==> src/rtl/core/rgp_pkg.sv <==
// shared types, codes and constants of the receiver bitmap grant picker
package rgp_pkg;

	// field widths
	localparam int FLOW_W = 13;
	localparam int DNUM_W = 12;
	localparam int ECHO_W = 17;
	localparam int TGT_W  = 12;
	localparam int GNUM_W = 16;
	localparam int CMD_W  = 2;
	localparam int CFG_IDX_W = 2;

	// bitmap memory organization
	localparam int WORD_W = 64;
	localparam int BIT_W  = 6;

	// parameter defaults
	localparam int MAX_PACKETS_DEF = 4096;
	localparam int GRANT_BITS_DEF  = 16;

	// register reset values
	localparam logic [FLOW_W-1:0] FLOW_PACKETS_RST = 13'd4096;
	localparam logic [FLOW_W-1:0] DONE_GOAL_RST    = 13'd4096;
	localparam logic [FLOW_W-1:0] WINDOW_LIMIT_RST = 13'd0;

	// request commands
	localparam logic [CMD_W-1:0] CMD_RTS   = 2'd0;
	localparam logic [CMD_W-1:0] CMD_DATA  = 2'd1;
	localparam logic [CMD_W-1:0] CMD_GRANT = 2'd2;

	// configuration register indexes
	localparam logic [CFG_IDX_W-1:0] CFG_FLOW_PACKETS = 2'd0;
	localparam logic [CFG_IDX_W-1:0] CFG_DONE_GOAL    = 2'd1;
	localparam logic [CFG_IDX_W-1:0] CFG_WINDOW_LIMIT = 2'd2;

	// controller to datapath commands
	typedef struct packed {
		logic clr_we;
		logic cap_in;
		logic rts_preset;
		logic echo_upd;
		logic rd_data;
		logic mark;
		logic set_dup;
		logic scan_ptr;
		logic scan_start;
		logic scan_rem;
		logic scan_rd;
		logic scan_next;
		logic ptr_found;
		logic ptr_end;
		logic grant_issue;
		logic grant_none;
		logic mod_start;
		logic out_load;
	} ctrl_cmd_t;

	// datapath to controller status
	typedef struct packed {
		logic             clr_last;
		logic [CMD_W-1:0] cmd;
		logic             dnum_ok;
		logic             bit_set;
		logic             ptr_lt_n;
		logic             n_zero;
		logic             start_lt_n;
		logic             scan_found;
		logic             scan_ended;
		logic             mod_busy;
	} dp_status_t;

endpackage

==> src/rtl/core/rgp_ctrl.sv <==
// controller: sequences clearing, request decode, bitmap scans and result handoff
module rgp_ctrl import rgp_pkg::*; (
	input  logic       clk,
	input  logic       arst_n,
	input  logic       in_valid,
	output logic       in_ready,
	output logic       out_valid,
	input  logic       out_ready,
	input  dp_status_t st,
	output ctrl_cmd_t  cmd
);

	typedef enum logic [3:0] {
		ST_CLEAR,
		ST_IDLE,
		ST_DECODE,
		ST_DATA_RD,
		ST_DATA_CHK,
		ST_SCAN_RD,
		ST_SCAN_CHK,
		ST_MOD,
		ST_FIN
	} state_t;

	typedef enum logic [1:0] {
		SM_ADV,
		SM_GR1,
		SM_GR2
	} mode_t;

	state_t state_q, nxt;
	mode_t  mode_q, nxt_mode;
	logic   in_ready_q;
	logic   out_valid_q;

	// next state and datapath commands
	always_comb begin
		cmd      = '0;
		nxt      = state_q;
		nxt_mode = mode_q;
		unique case (state_q)
			ST_CLEAR: begin
				cmd.clr_we = 1'b1;
				if (st.clr_last) begin
					nxt = ST_IDLE;
				end
			end
			ST_IDLE: begin
				if (in_valid && in_ready_q) begin
					cmd.cap_in = 1'b1;
					nxt        = ST_DECODE;
				end
			end
			ST_DECODE: begin
				unique case (st.cmd)
					CMD_RTS: begin
						cmd.rts_preset = 1'b1;
						nxt            = ST_FIN;
					end
					CMD_DATA: begin
						cmd.rts_preset = 1'b1;
						cmd.echo_upd   = 1'b1;
						nxt            = st.dnum_ok ? ST_DATA_RD : ST_FIN;
					end
					CMD_GRANT: begin
						nxt_mode = SM_GR1;
						if (st.n_zero) begin
							cmd.grant_none = 1'b1;
							nxt            = ST_FIN;
						end else if (st.start_lt_n) begin
							cmd.scan_start = 1'b1;
							nxt            = ST_SCAN_RD;
						end else begin
							cmd.mod_start = 1'b1;
							nxt           = ST_MOD;
						end
					end
					default: begin
						nxt = ST_FIN;
					end
				endcase
			end
			ST_DATA_RD: begin
				cmd.rd_data = 1'b1;
				nxt         = ST_DATA_CHK;
			end
			ST_DATA_CHK: begin
				if (st.bit_set) begin
					cmd.set_dup = 1'b1;
					nxt         = ST_FIN;
				end else begin
					cmd.mark = 1'b1;
					if (st.ptr_lt_n) begin
						cmd.scan_ptr = 1'b1;
						nxt_mode     = SM_ADV;
						nxt          = ST_SCAN_RD;
					end else begin
						nxt = ST_FIN;
					end
				end
			end
			ST_SCAN_RD: begin
				cmd.scan_rd = 1'b1;
				nxt         = ST_SCAN_CHK;
			end
			ST_SCAN_CHK: begin
				priority if (st.scan_found) begin
					if (mode_q == SM_ADV) begin
						cmd.ptr_found = 1'b1;
					end else begin
						cmd.grant_issue = 1'b1;
					end
					nxt = ST_FIN;
				end else if (st.scan_ended) begin
					unique case (mode_q)
						SM_ADV: begin
							cmd.ptr_end = 1'b1;
							nxt         = ST_FIN;
						end
						SM_GR1: begin
							// wrap the search back to the in-order pointer
							if (st.ptr_lt_n) begin
								cmd.scan_ptr = 1'b1;
								nxt_mode     = SM_GR2;
								nxt          = ST_SCAN_RD;
							end else begin
								cmd.grant_none = 1'b1;
								nxt            = ST_FIN;
							end
						end
						default: begin
							cmd.grant_none = 1'b1;
							nxt            = ST_FIN;
						end
					endcase
				end else begin
					cmd.scan_next = 1'b1;
				end
			end
			ST_MOD: begin
				if (!st.mod_busy) begin
					cmd.scan_rem = 1'b1;
					nxt          = ST_SCAN_RD;
				end
			end
			ST_FIN: begin
				if (!out_valid_q || out_ready) begin
					cmd.out_load = 1'b1;
					nxt          = ST_IDLE;
				end
			end
			default: begin
				nxt = ST_IDLE;
			end
		endcase
	end

	// state and registered handshake outputs
	always_ff @(posedge clk or negedge arst_n) begin
		if (!arst_n) begin
			state_q     <= ST_CLEAR;
			mode_q      <= SM_ADV;
			in_ready_q  <= 1'b0;
			out_valid_q <= 1'b0;
		end else begin
			state_q    <= nxt;
			mode_q     <= nxt_mode;
			in_ready_q <= (nxt == ST_IDLE);
			if (cmd.out_load) begin
				out_valid_q <= 1'b1;
			end else if (out_ready) begin
				out_valid_q <= 1'b0;
			end
		end
	end

	assign in_ready  = in_ready_q;
	assign out_valid = out_valid_q;

endmodule

==> config.mk <==
export PLATFORM = sky130hd
export DESIGN_NAME = rgp_ctrl
export DESIGN_NICKNAME = d
export VERILOG_FILES = /design/src/rtl/core/rgp_pkg.sv /design/src/rtl/core/rgp_ctrl.sv
export SDC_FILE = /design/constraint.sdc
export NUM_CORES = 1
export LEC_CHECK = 0
export CAP_MARGIN = 10
export CORE_AREA = 3 3 40 42
export DETAILED_ROUTE_END_ITERATION = 10
export DIE_AREA = 0 0 43 45
export DONT_BUFFER_PORTS = 1
export PLACE_DENSITY = 0.76
export RECOVER_POWER = 25
export SLEW_MARGIN = 15
export SYNTH_ARGS = -nofsm -noshare
export SYNTH_HDL_FRONTEND = slang
export SYNTH_SLANG_ARGS = --single-unit
==> constraint.sdc <==
create_clock -name clk -period 2.11 [get_ports clk]
set_input_delay 0.211 -clock clk [delete_from_list [all_inputs] [get_ports clk]]
set_output_delay 0.211 -clock clk [all_outputs]
set_load 0.02 [all_outputs]
==> results.ini, run 1 <==
[sta]
finalHoldViolCount=0
setup_viol_count_final=0
setup_clock_skew_after_layout_ps=5.97
setup-tns-final_ps=0
max_clock_freq_mhz=513
slew_headroom=0.556
final_max_slew_violation_count=0
tightest_slew_ps=660
period_share=0.923
rsz0062_at_grt=no
minimum_clock_period_after_layout_ps=1950

[cells_and_area]
area_growth_pct=11.7
filler_cell_count=121
layout-drive-gt1-share=0.147
design_area_um2=802
nets=122
sequential_cell_area_um2=200
antenna-diode-count=0
multi_input_area_um2=468

[logic_synthesis]
yosysWarnings=0
ys_ff_latch=8
synth_top_cells_by_area=dfrtp_1 (28%), nand2_1 (6.3%), ha_1 (5.2%)
unique_masters_post_synth=35
netlist_instances=94
yosysTopAreaCell=dfrtp_1
syn-num-nets=112
postSynthAreaPerCell_um2=7.64
synth_seq_area_share=0.279
synthesis.area_um2=718
synth_largest_type_area_fraction=0.279

[setup_path]
worst_setup_path_class=reg -> out
worst-path-max-fanout=11
timing.critical_path.to_type=primary output
timing.critical_path.from_type=register
timing.critical_path.slowest_stage_cell=dfrtp_1
crit_chain=and4bb_2 > nor2b_1 > nand2_1 > o21ai_0 > buf_4
crit_required_ps=1900
count_of_cell_instances_traversed_by_the_critical_path=5
worst-path-buf-inv=1
biggest_cell_delay_along_the_critical_path_ps=500
arrival_time_reported_for_the_critical_path_endpoint_ps=1740
reg2regPathDepth=4
path_delay_family=simple AND/OR/NAND/NOR gates

[cts]
post_cts.repair.setup_buffers=0
tritoncts.num_buffers=3
cts_root_buf=clkbuf_4
cts.path.max_buffers=2
cts-htree-levels=1
clock_sinks=8
later_pin_clock_latency_in_the_skew_report_ps=250
clk_pin_slew_worst_paths_ps=60
tritoncts=built

[detailed_routing]
detail_route.drc_violations=0
wl_per_cell_um=13.4
drt.antenna.violating_nets=0
vias_per_cell=5.84
totalWireLength_um=1570
route.vias.total=683
detail_route.first_pass.iterations=4
drt-initial-drc-count=18

[global_routing]
global_route.usage.total=0.175
global_route.overflow_total=0
grt_first_pass_wirelength_um=2620
first_global_vias=674
grt_start_max_net_pins=14
antenna_found_initial=0

[status]
status=completed

[floorplanning]
rows=13
initial_utilization=0.559
dieArea_um2=1940
core-area_um2=1280
io-pin-count=35
die_ht_um=45
fp.dieW_um=43

[worst_hold_path]
worst_hold_path_class=in -> reg
worst_hold_path.num_cells=2

[power]
power-per-cell-area_nw_per_um2=1040
power.leakage_nw=0.399
vdd_drop_max_mv=0.389

[placement]
placement.cell_area_um2=769
finalWeightedCongestion=0.801
place.port_buffers=0
detailed_placement_wirelength_estimate_um=1300

[run]
maxCapViolCount=0

## kinds of logic after synthesis
kind of cell	Yosys count	synth area share
and+or+nand+nor	55	0.436
AOI/OAI and AO/OA	18	0.164
DFF	8	0.279
adders and majority gates	3	0.0523
buffers and inverters	10	0.0697
## through the flow
stage	setup slack, ps	cells	power [W]	util	hold slack [ps]
floorplan	320	94	0.000653	-	-84.6
finish	162	117	0.000834	0.624	128
global placement	436	113	0.000704	0.599	-84.4
CTS	172	117	0.000836	0.624	120
detailed placement	386	113	0.000717	0.599	-84.4
global route	10.6	117	0.000903	0.624	146
## Yosys cell counts
library cell and number:
nor2_2 1, or4b_4 1, buf_2 1, or3_1 1, and2_1 3, buf_6 1
nor3_1 5, clkbuf_1 1, nand3_1 4, and2b_1 1, and3_1 1, nor2b_1 5
a22o_1 1, buf_4 1, inv_1 6, and4bb_2 1, a21oi_1 3, a21o_1 1
nor4_1 2, or2b_1 1, a31oi_1 1, ha_1 3, o21ai_0 4, nand2b_1 6
a211o_1 2, nand3b_1 1, nor4b_2 1, or4b_1 1, o211ai_1 1, dfrtp_1 8
o21a_1 1, nand2_1 12, o22ai_1 2, nor2_1 8, o31ai_1 2
## repair_timing
action / in CTS / in global routing
gates resized for setup: 0 / 0
setup endpoints to repair: 0 / 0
hold buffers: 1 / 0
endpoints found under the hold margin: 8 / 0
## path summary, 6_finish.rpt
kind / start / end / slack, ps
max in group asynchronous: arst_n / mode_q[1] / 1540
setup / recovery: state_q[0] / cmd[2] / 160
setup reg to reg: state_q[2] / state_q[0] / 380
hold reg to reg: mode_q[0] / mode_q[0] / 610
hold / removal: st[1] / mode_q[1] / 130
min in group asynchronous: arst_n / state_q[2] / 300
## power by group
part           switching (W)  internal (W)
clock network      0.0000486     0.0000649
logic               0.000200      0.000167
registers           0.000138      0.000215
total               0.000386      0.000447
## placed cells by master, fill, tap and decap left out, drive strengths merged, types with 4 or more instances in the layout
master  netlist  routed
nand2b        6       6
nor2          9       9
buf           3       8
inv           6       6
nand3         4       4
nand2        12      12
nor3          5       5
nor2b         5       5
dfrtp         8       8
o21ai         4       4
## worst reg2reg max path, stage by stage, from the launching register on
cell     delay [ps]
dfrtp_1         490
or4b_4          590
nor2_2           90
o22ai_1          80
or3_1           360
## metal layers
layer / vias to the layer above / share of wire / GRT usage / wire length (um)
met3: 2 / 0.084 / 0.0398 / 132
li1: 345 / - / - / -
met2: 25 / 0.49 / 0.308 / 778
met5: - / 0 / 0 / 0
met4: 0 / 0.015 / 0.0964 / 24
met1: 311 / 0.40 / 0.198 / 636
## registers in the layout (all words and copies together), names as in the netlist
register and flops:
in_ready 1, mode_q 2, state_q 4, out_valid 1
## cell type report
cell class,count,share of cell area
clock buffer,3,0.0281
sequential,8,0.250
tap,15,0.0234
multi-input combinational,76,0.583
timing repair buffer,9,0.0874
inverter,6,0.0281
Power figures use the tool's default switching activity.
==> run 2: changes to the inputs <==
Settings changed: CORE_AREA 3 3 40 42 to default, CORE_MARGIN from default to 3, CORE_UTILIZATION from default to 45, DIE_AREA 0 0 43 45 to default, PLACE_DENSITY 0.76 to 0.67.
Clock period 2.11 ns to 1.85 ns, I/O delays scaled along.
==> results.ini, run 2 (same netlist as run 1, synthesis figures left out) <==
[cells_and_area]
sequential_cell_area_um2=204  ; +1.9%
filler_cell_count=137  ; +13%
layout.cells.most_common=buf_4
multi_input_area_um2=504  ; +7.8%
max_flop_register=state_q
area_growth_pct=26.8
antenna-diode-count=0  ; unchanged
layout.core_utilization=0.651  ; +0.0270
nets=131  ; +7.4%
layout-drive-gt1-share=0.297  ; +0.150
top_regs=state_q (4), mode_q (2)
largest_register_ffs=4  ; unchanged
layout.cells.most_common_list=buf_4 (15), nand2_1 (12), nor2_1 (7)

[cts]
cts_root_buf=clkbuf_4
clk_pin_slew_worst_paths_ps=60  ; about the same
later_pin_clock_latency_in_the_skew_report_ps=240  ; about the same
cts-htree-levels=1  ; unchanged
cts.path.max_buffers=2  ; unchanged
tritoncts.num_buffers=3  ; unchanged
tritoncts=built
clock_sinks=8  ; unchanged

[setup_path]
r2r-end=state_q[0]
critical_path.endpoint=cmd[0]
crit_required_ps=1660  ; -240 ps
worst_setup_path_class=reg -> out
cp-startpoint=state_q[0]
critical_path.reg2reg.startpoint=state_q[0]
worst-path-max-fanout=6  ; -5
reg2regPathDepth=5  ; +1
r2r_setup_slack_ps=100  ; -280 ps
timing.critical_path.to_type=primary output
arrival_time_reported_for_the_critical_path_endpoint_ps=1630  ; -110 ps
timing.critical_path.from_type=register

[global_routing]
first_global_vias=664  ; -1.5%
global_route.overflow_total=0  ; unchanged
grt_first_pass_wirelength_um=2750  ; +4.7%
global_route.usage.total=0.176  ; +0.000941
grt_start_max_net_pins=12  ; -2
antenna_found_initial=0  ; unchanged

[detailed_routing]
vias_per_cell=5.83  ; about the same
detail_route.drc_violations=0  ; unchanged
drt.antenna.violating_nets=0  ; unchanged
totalWireLength_um=1810  ; +15%
route.vias.total=735  ; +7.6%
detail_route.first_pass.iterations=4  ; unchanged
wl_per_cell_um=14.3  ; +6.7%
drt-initial-drc-count=14  ; -4

[sta]
finalHoldViolCount=0  ; unchanged
setup_viol_count_final=0  ; unchanged
tightest_slew_ps=384  ; -276 ps
minimum_clock_period_after_layout_ps=1810
max_clock_freq_mhz=551
worst_hold_slack_ps=129  ; +1.18 ps
final_max_slew_violation_count=0  ; unchanged
setup_clock_skew_after_layout_ps=5.34  ; -0.637 ps
period_share=0.981
slew_headroom=0.743  ; +0.186
finalWorstSetupSlack_ps=35.1  ; -127 ps
rsz0062_at_grt=yes

[floorplanning]
rows=13  ; unchanged
io-pin-count=35  ; unchanged
die_ht_um=46.0  ; +2.1%
core-area_um2=1400  ; +8.9%
initial_utilization=0.513  ; -0.0455
fp.dieW_um=46.0  ; +6.9%
dieArea_um2=2110  ; +9.1%

[placement]
place.port_buffers=0  ; unchanged
detailed_placement_wirelength_estimate_um=1430  ; +10%
preCtsSetupSlack_ps=156  ; -230 ps
finalWeightedCongestion=0.821  ; +2.5%

[power]
power.leakage_nw=0.449  ; +12%
vdd_drop_max_mv=0.621  ; +59%
power-per-cell-area_nw_per_um2=1170  ; +13%

[run]
maxCapViolCount=0  ; unchanged

[worst_hold_path]
worst_hold_path_class=in -> reg

[status]
status=completed

==> run 2: cell type report <==
type	instances	area share
multi-input cells	76	0.554
clock buffers	3	0.0247
flip-flops and latches	8	0.224
inverters	6	0.0247
well taps	15	0.0206
repair buffers	18	0.152
==> run 2: timing repair <==
action | CTS | global route
gates resized for setup | 5 | 9
hold buffers | 1 | 0
setup buffers | 0 | 4
hold endpoints to repair | 8 | 0
setup endpoints to repair | 5 | 6
pin swaps | 0 | 1
==> run 2: worst min path at each step <==
stage	startpoint	end	slack, ps	depth (start not counted)
after floorplan	arst_n	in_ready	-110	0
after global placement	arst_n	out_valid	-110	0
after detailed placement	arst_n	out_valid	-110	0
after CTS	st[1]	mode_q[1]	120	2
after global routing	st[1]	mode_q[1]	120	2
final	st[1]	mode_q[1]	130	2
==> run 2: metal layers <==
| metal | routed length (um) | GRT usage | up-vias |
|---|---|---|---|
| li1 | - | - | 360 |
| met1 | 751 | 0.215 | 350 |
| met2 | 926 | 0.313 | 25 |
| met3 | 128 | 0.0514 | 0 |
| met4 | 0 | 0.0170 | 0 |
| met5 | 0 | 0 | - |
==> run 2: per-stage QoR <==
step	instances	total power (W)	setup TNS (ps)	instance area, um^2
5_1_grt	126	0.00115	-20.8	911
6_report	126	0.00107	0	911
4_1_cts	122	0.000991	0	852
3_3_place_gp	118	0.000826	0	807
3_5_place_dp	118	0.000839	0	807
2_1_floorplan	94	0.000745	0	718
==> run 2: worst max-delay path: stages, from the launching register on <==
cell and delay, ps:
dfrtp_2 460, buf_6 140, or4b_4 500, and2b_2 290
==> run 2: where the power goes <==
part	total, W	internal [W]	switching (W)	leakage [nW]
Combinational	0.000553	0.000261	0.000292	0.337
Clock	0.000128	0.0000739	0.0000538	0.0138
Sequential	0.000387	0.000252	0.000135	0.0982
Total	0.00107	0.000587	0.000481	0.449
==> run 3: changes to the inputs <==
Settings changed: PLACE_DENSITY 0.67 to default.
==> results.ini, run 3 (same netlist as run 1, synthesis figures left out) <==
[cts]
clk_pin_slew_worst_paths_ps=50  ; about the same
later_pin_clock_latency_in_the_skew_report_ps=250  ; about the same
cts_root_buf=clkbuf_4
tritoncts=built
tritoncts.num_buffers=3  ; unchanged
clock_sinks=8  ; unchanged
cts.path.max_buffers=2  ; unchanged
cts-htree-levels=1  ; unchanged

[sta]
slew_headroom=0.741  ; -0.00223
finalHoldViolCount=0  ; unchanged
final_max_slew_violation_count=0  ; unchanged
finalWorstSetupSlack_ps=72.9  ; +37.7 ps
rsz0062_at_grt=yes
minimum_clock_period_after_layout_ps=1780  ; -37.7 ps
tightest_slew_ps=388  ; +3.33 ps
setup_viol_count_final=0  ; unchanged
period_share=0.961  ; -0.0204
setup_clock_skew_after_layout_ps=8.56  ; +3.22 ps
worst_hold_slack_ps=122  ; -7.33 ps
max_clock_freq_mhz=563  ; +2.1%

[setup_path]
crit_chain=buf_4 > or4b_1 > nor2_4
worst_setup_path_class=reg -> out
timing.critical_path.slowest_stage_cell=or4b_1
reg2regPathDepth=4  ; -1
crit_required_ps=1660  ; about the same
worst-path-max-fanout=8  ; +2
timing.critical_path.to_type=primary output
biggest_cell_delay_along_the_critical_path_ps=580  ; +80 ps
critical_path.reg2reg.startpoint=state_q[2]
arrival_time_reported_for_the_critical_path_endpoint_ps=1590  ; -40 ps
r2r_setup_slack_ps=180  ; +80 ps
r2r-end=state_q[0]
timing.critical_path.from_type=register

[run]
maxCapViolCount=0  ; unchanged

[worst_hold_path]
hold_path_startpoint=st[1]
hold_end=mode_q[1]
worst_hold_path_class=in -> reg
worst_hold_path.num_cells=2  ; unchanged

[cells_and_area]
layout.cells.most_common_list=buf_4 (15), nand2_1 (11), nor2_1 (7)
final_instance_count_excl_fillers=124  ; -1.6%
top_regs=state_q (4), mode_q (2)
nets=129  ; -1.5%
layout-drive-gt1-share=0.294  ; -0.00372
largest_register_ffs=4  ; unchanged
area_growth_pct=23.7
layout.cells.most_common=buf_4
max_flop_register=state_q
layout.core_utilization=0.635  ; -0.0161
antenna-diode-count=0  ; unchanged

[detailed_routing]
drt-initial-drc-count=20  ; +6
detail_route.first_pass.iterations=4  ; unchanged
vias_per_cell=5.81  ; -0.46%
drt.antenna.violating_nets=0  ; unchanged
totalWireLength_um=1650  ; -8.6%
wl_per_cell_um=13.3  ; -7.2%
detail_route.drc_violations=0  ; unchanged
route.vias.total=720  ; -2.0%

[status]
status=completed

[floorplanning]
die_ht_um=46.0  ; unchanged
initial_utilization=0.513  ; unchanged
io-pin-count=35  ; unchanged
dieArea_um2=2110  ; unchanged
fp.dieW_um=46.0  ; unchanged
core-area_um2=1400  ; unchanged
rows=13  ; unchanged

[placement]
place.port_buffers=0  ; unchanged
finalWeightedCongestion=0.810  ; -1.4%
placed_cells_incl_taps=117  ; -0.85%
preCtsSetupSlack_ps=139  ; -16.9 ps
detailed_placement_wirelength_estimate_um=1340  ; -6.0%

[global_routing]
global_route.usage.total=0.168  ; -0.00802
grt_first_pass_wirelength_um=2620  ; -4.5%
first_global_vias=618  ; -6.9%
global_route.overflow_total=0  ; unchanged
antenna_found_initial=0  ; unchanged
grt_start_max_net_pins=13  ; +1

[power]
power-per-cell-area_nw_per_um2=1170  ; -0.57%
power.leakage_nw=0.437  ; -2.6%
vdd_drop_max_mv=0.512  ; -17%
report.power.total_w=0.00104  ; -3.0%

run 3: worst max-delay path by stage:
stage                    start    endpoint
global placement    state_q[2]  state_q[0]
CTS                 state_q[3]     cmd[10]
detailed placement  state_q[2]  state_q[0]
floorplan           state_q[2]      cmd[1]
finish              state_q[3]     cmd[16]
global route        state_q[2]      cmd[1]
run 3: worst max-delay path: cells and delay by family, from the launching register on:
family | cells | cell delay (ps)
buf+inv | 1 | 150
flops | 1 | 440
simple gates | 2 | 750
run 3: layout make-up:
cell class / instances / area [um^2]
sequential: 8 / 204
timing repair buffer: 16 / 123
fill: 132 / 510
tap: 15 / 18.8
multi-input combinational: 76 / 498
inverter: 6 / 22.5
clock buffer: 3 / 22.5
run 3: report_power, final:
group	switching, W	total (W)	internal (W)	leakage, nW
Combinational	0.000278	0.000525	0.000247	0.325
Sequential	0.000130	0.000382	0.000252	0.0982
Clock	0.0000539	0.000128	0.0000739	0.0138
run 3: layer usage:
metal / up-vias / track usage / wire length (um)
met4: 0 / 0.0170 / 0
li1: 360 / - / -
met2: 36 / 0.264 / 716
met3: 0 / 0.0632 / 196
met1: 324 / 0.227 / 737
met5: - / 0 / 0
run 3: per-stage QoR:
step	setup TNS, ps	area [um^2]
finish	0	888
global route	-10.1	888
CTS	0	848
detailed placement	0	800
global placement	0	800
floorplan	0	718
run 3: timing repair:
item / 4_1_cts / 5_1_grt
endpoints found under the hold margin: 8 / 0
endpoints found under the setup margin: 6 / 7
hold buffers: 1 / 0
buffers inserted: 1 / 2
pin swaps: 0 / 2
resized for setup: 5 / 8
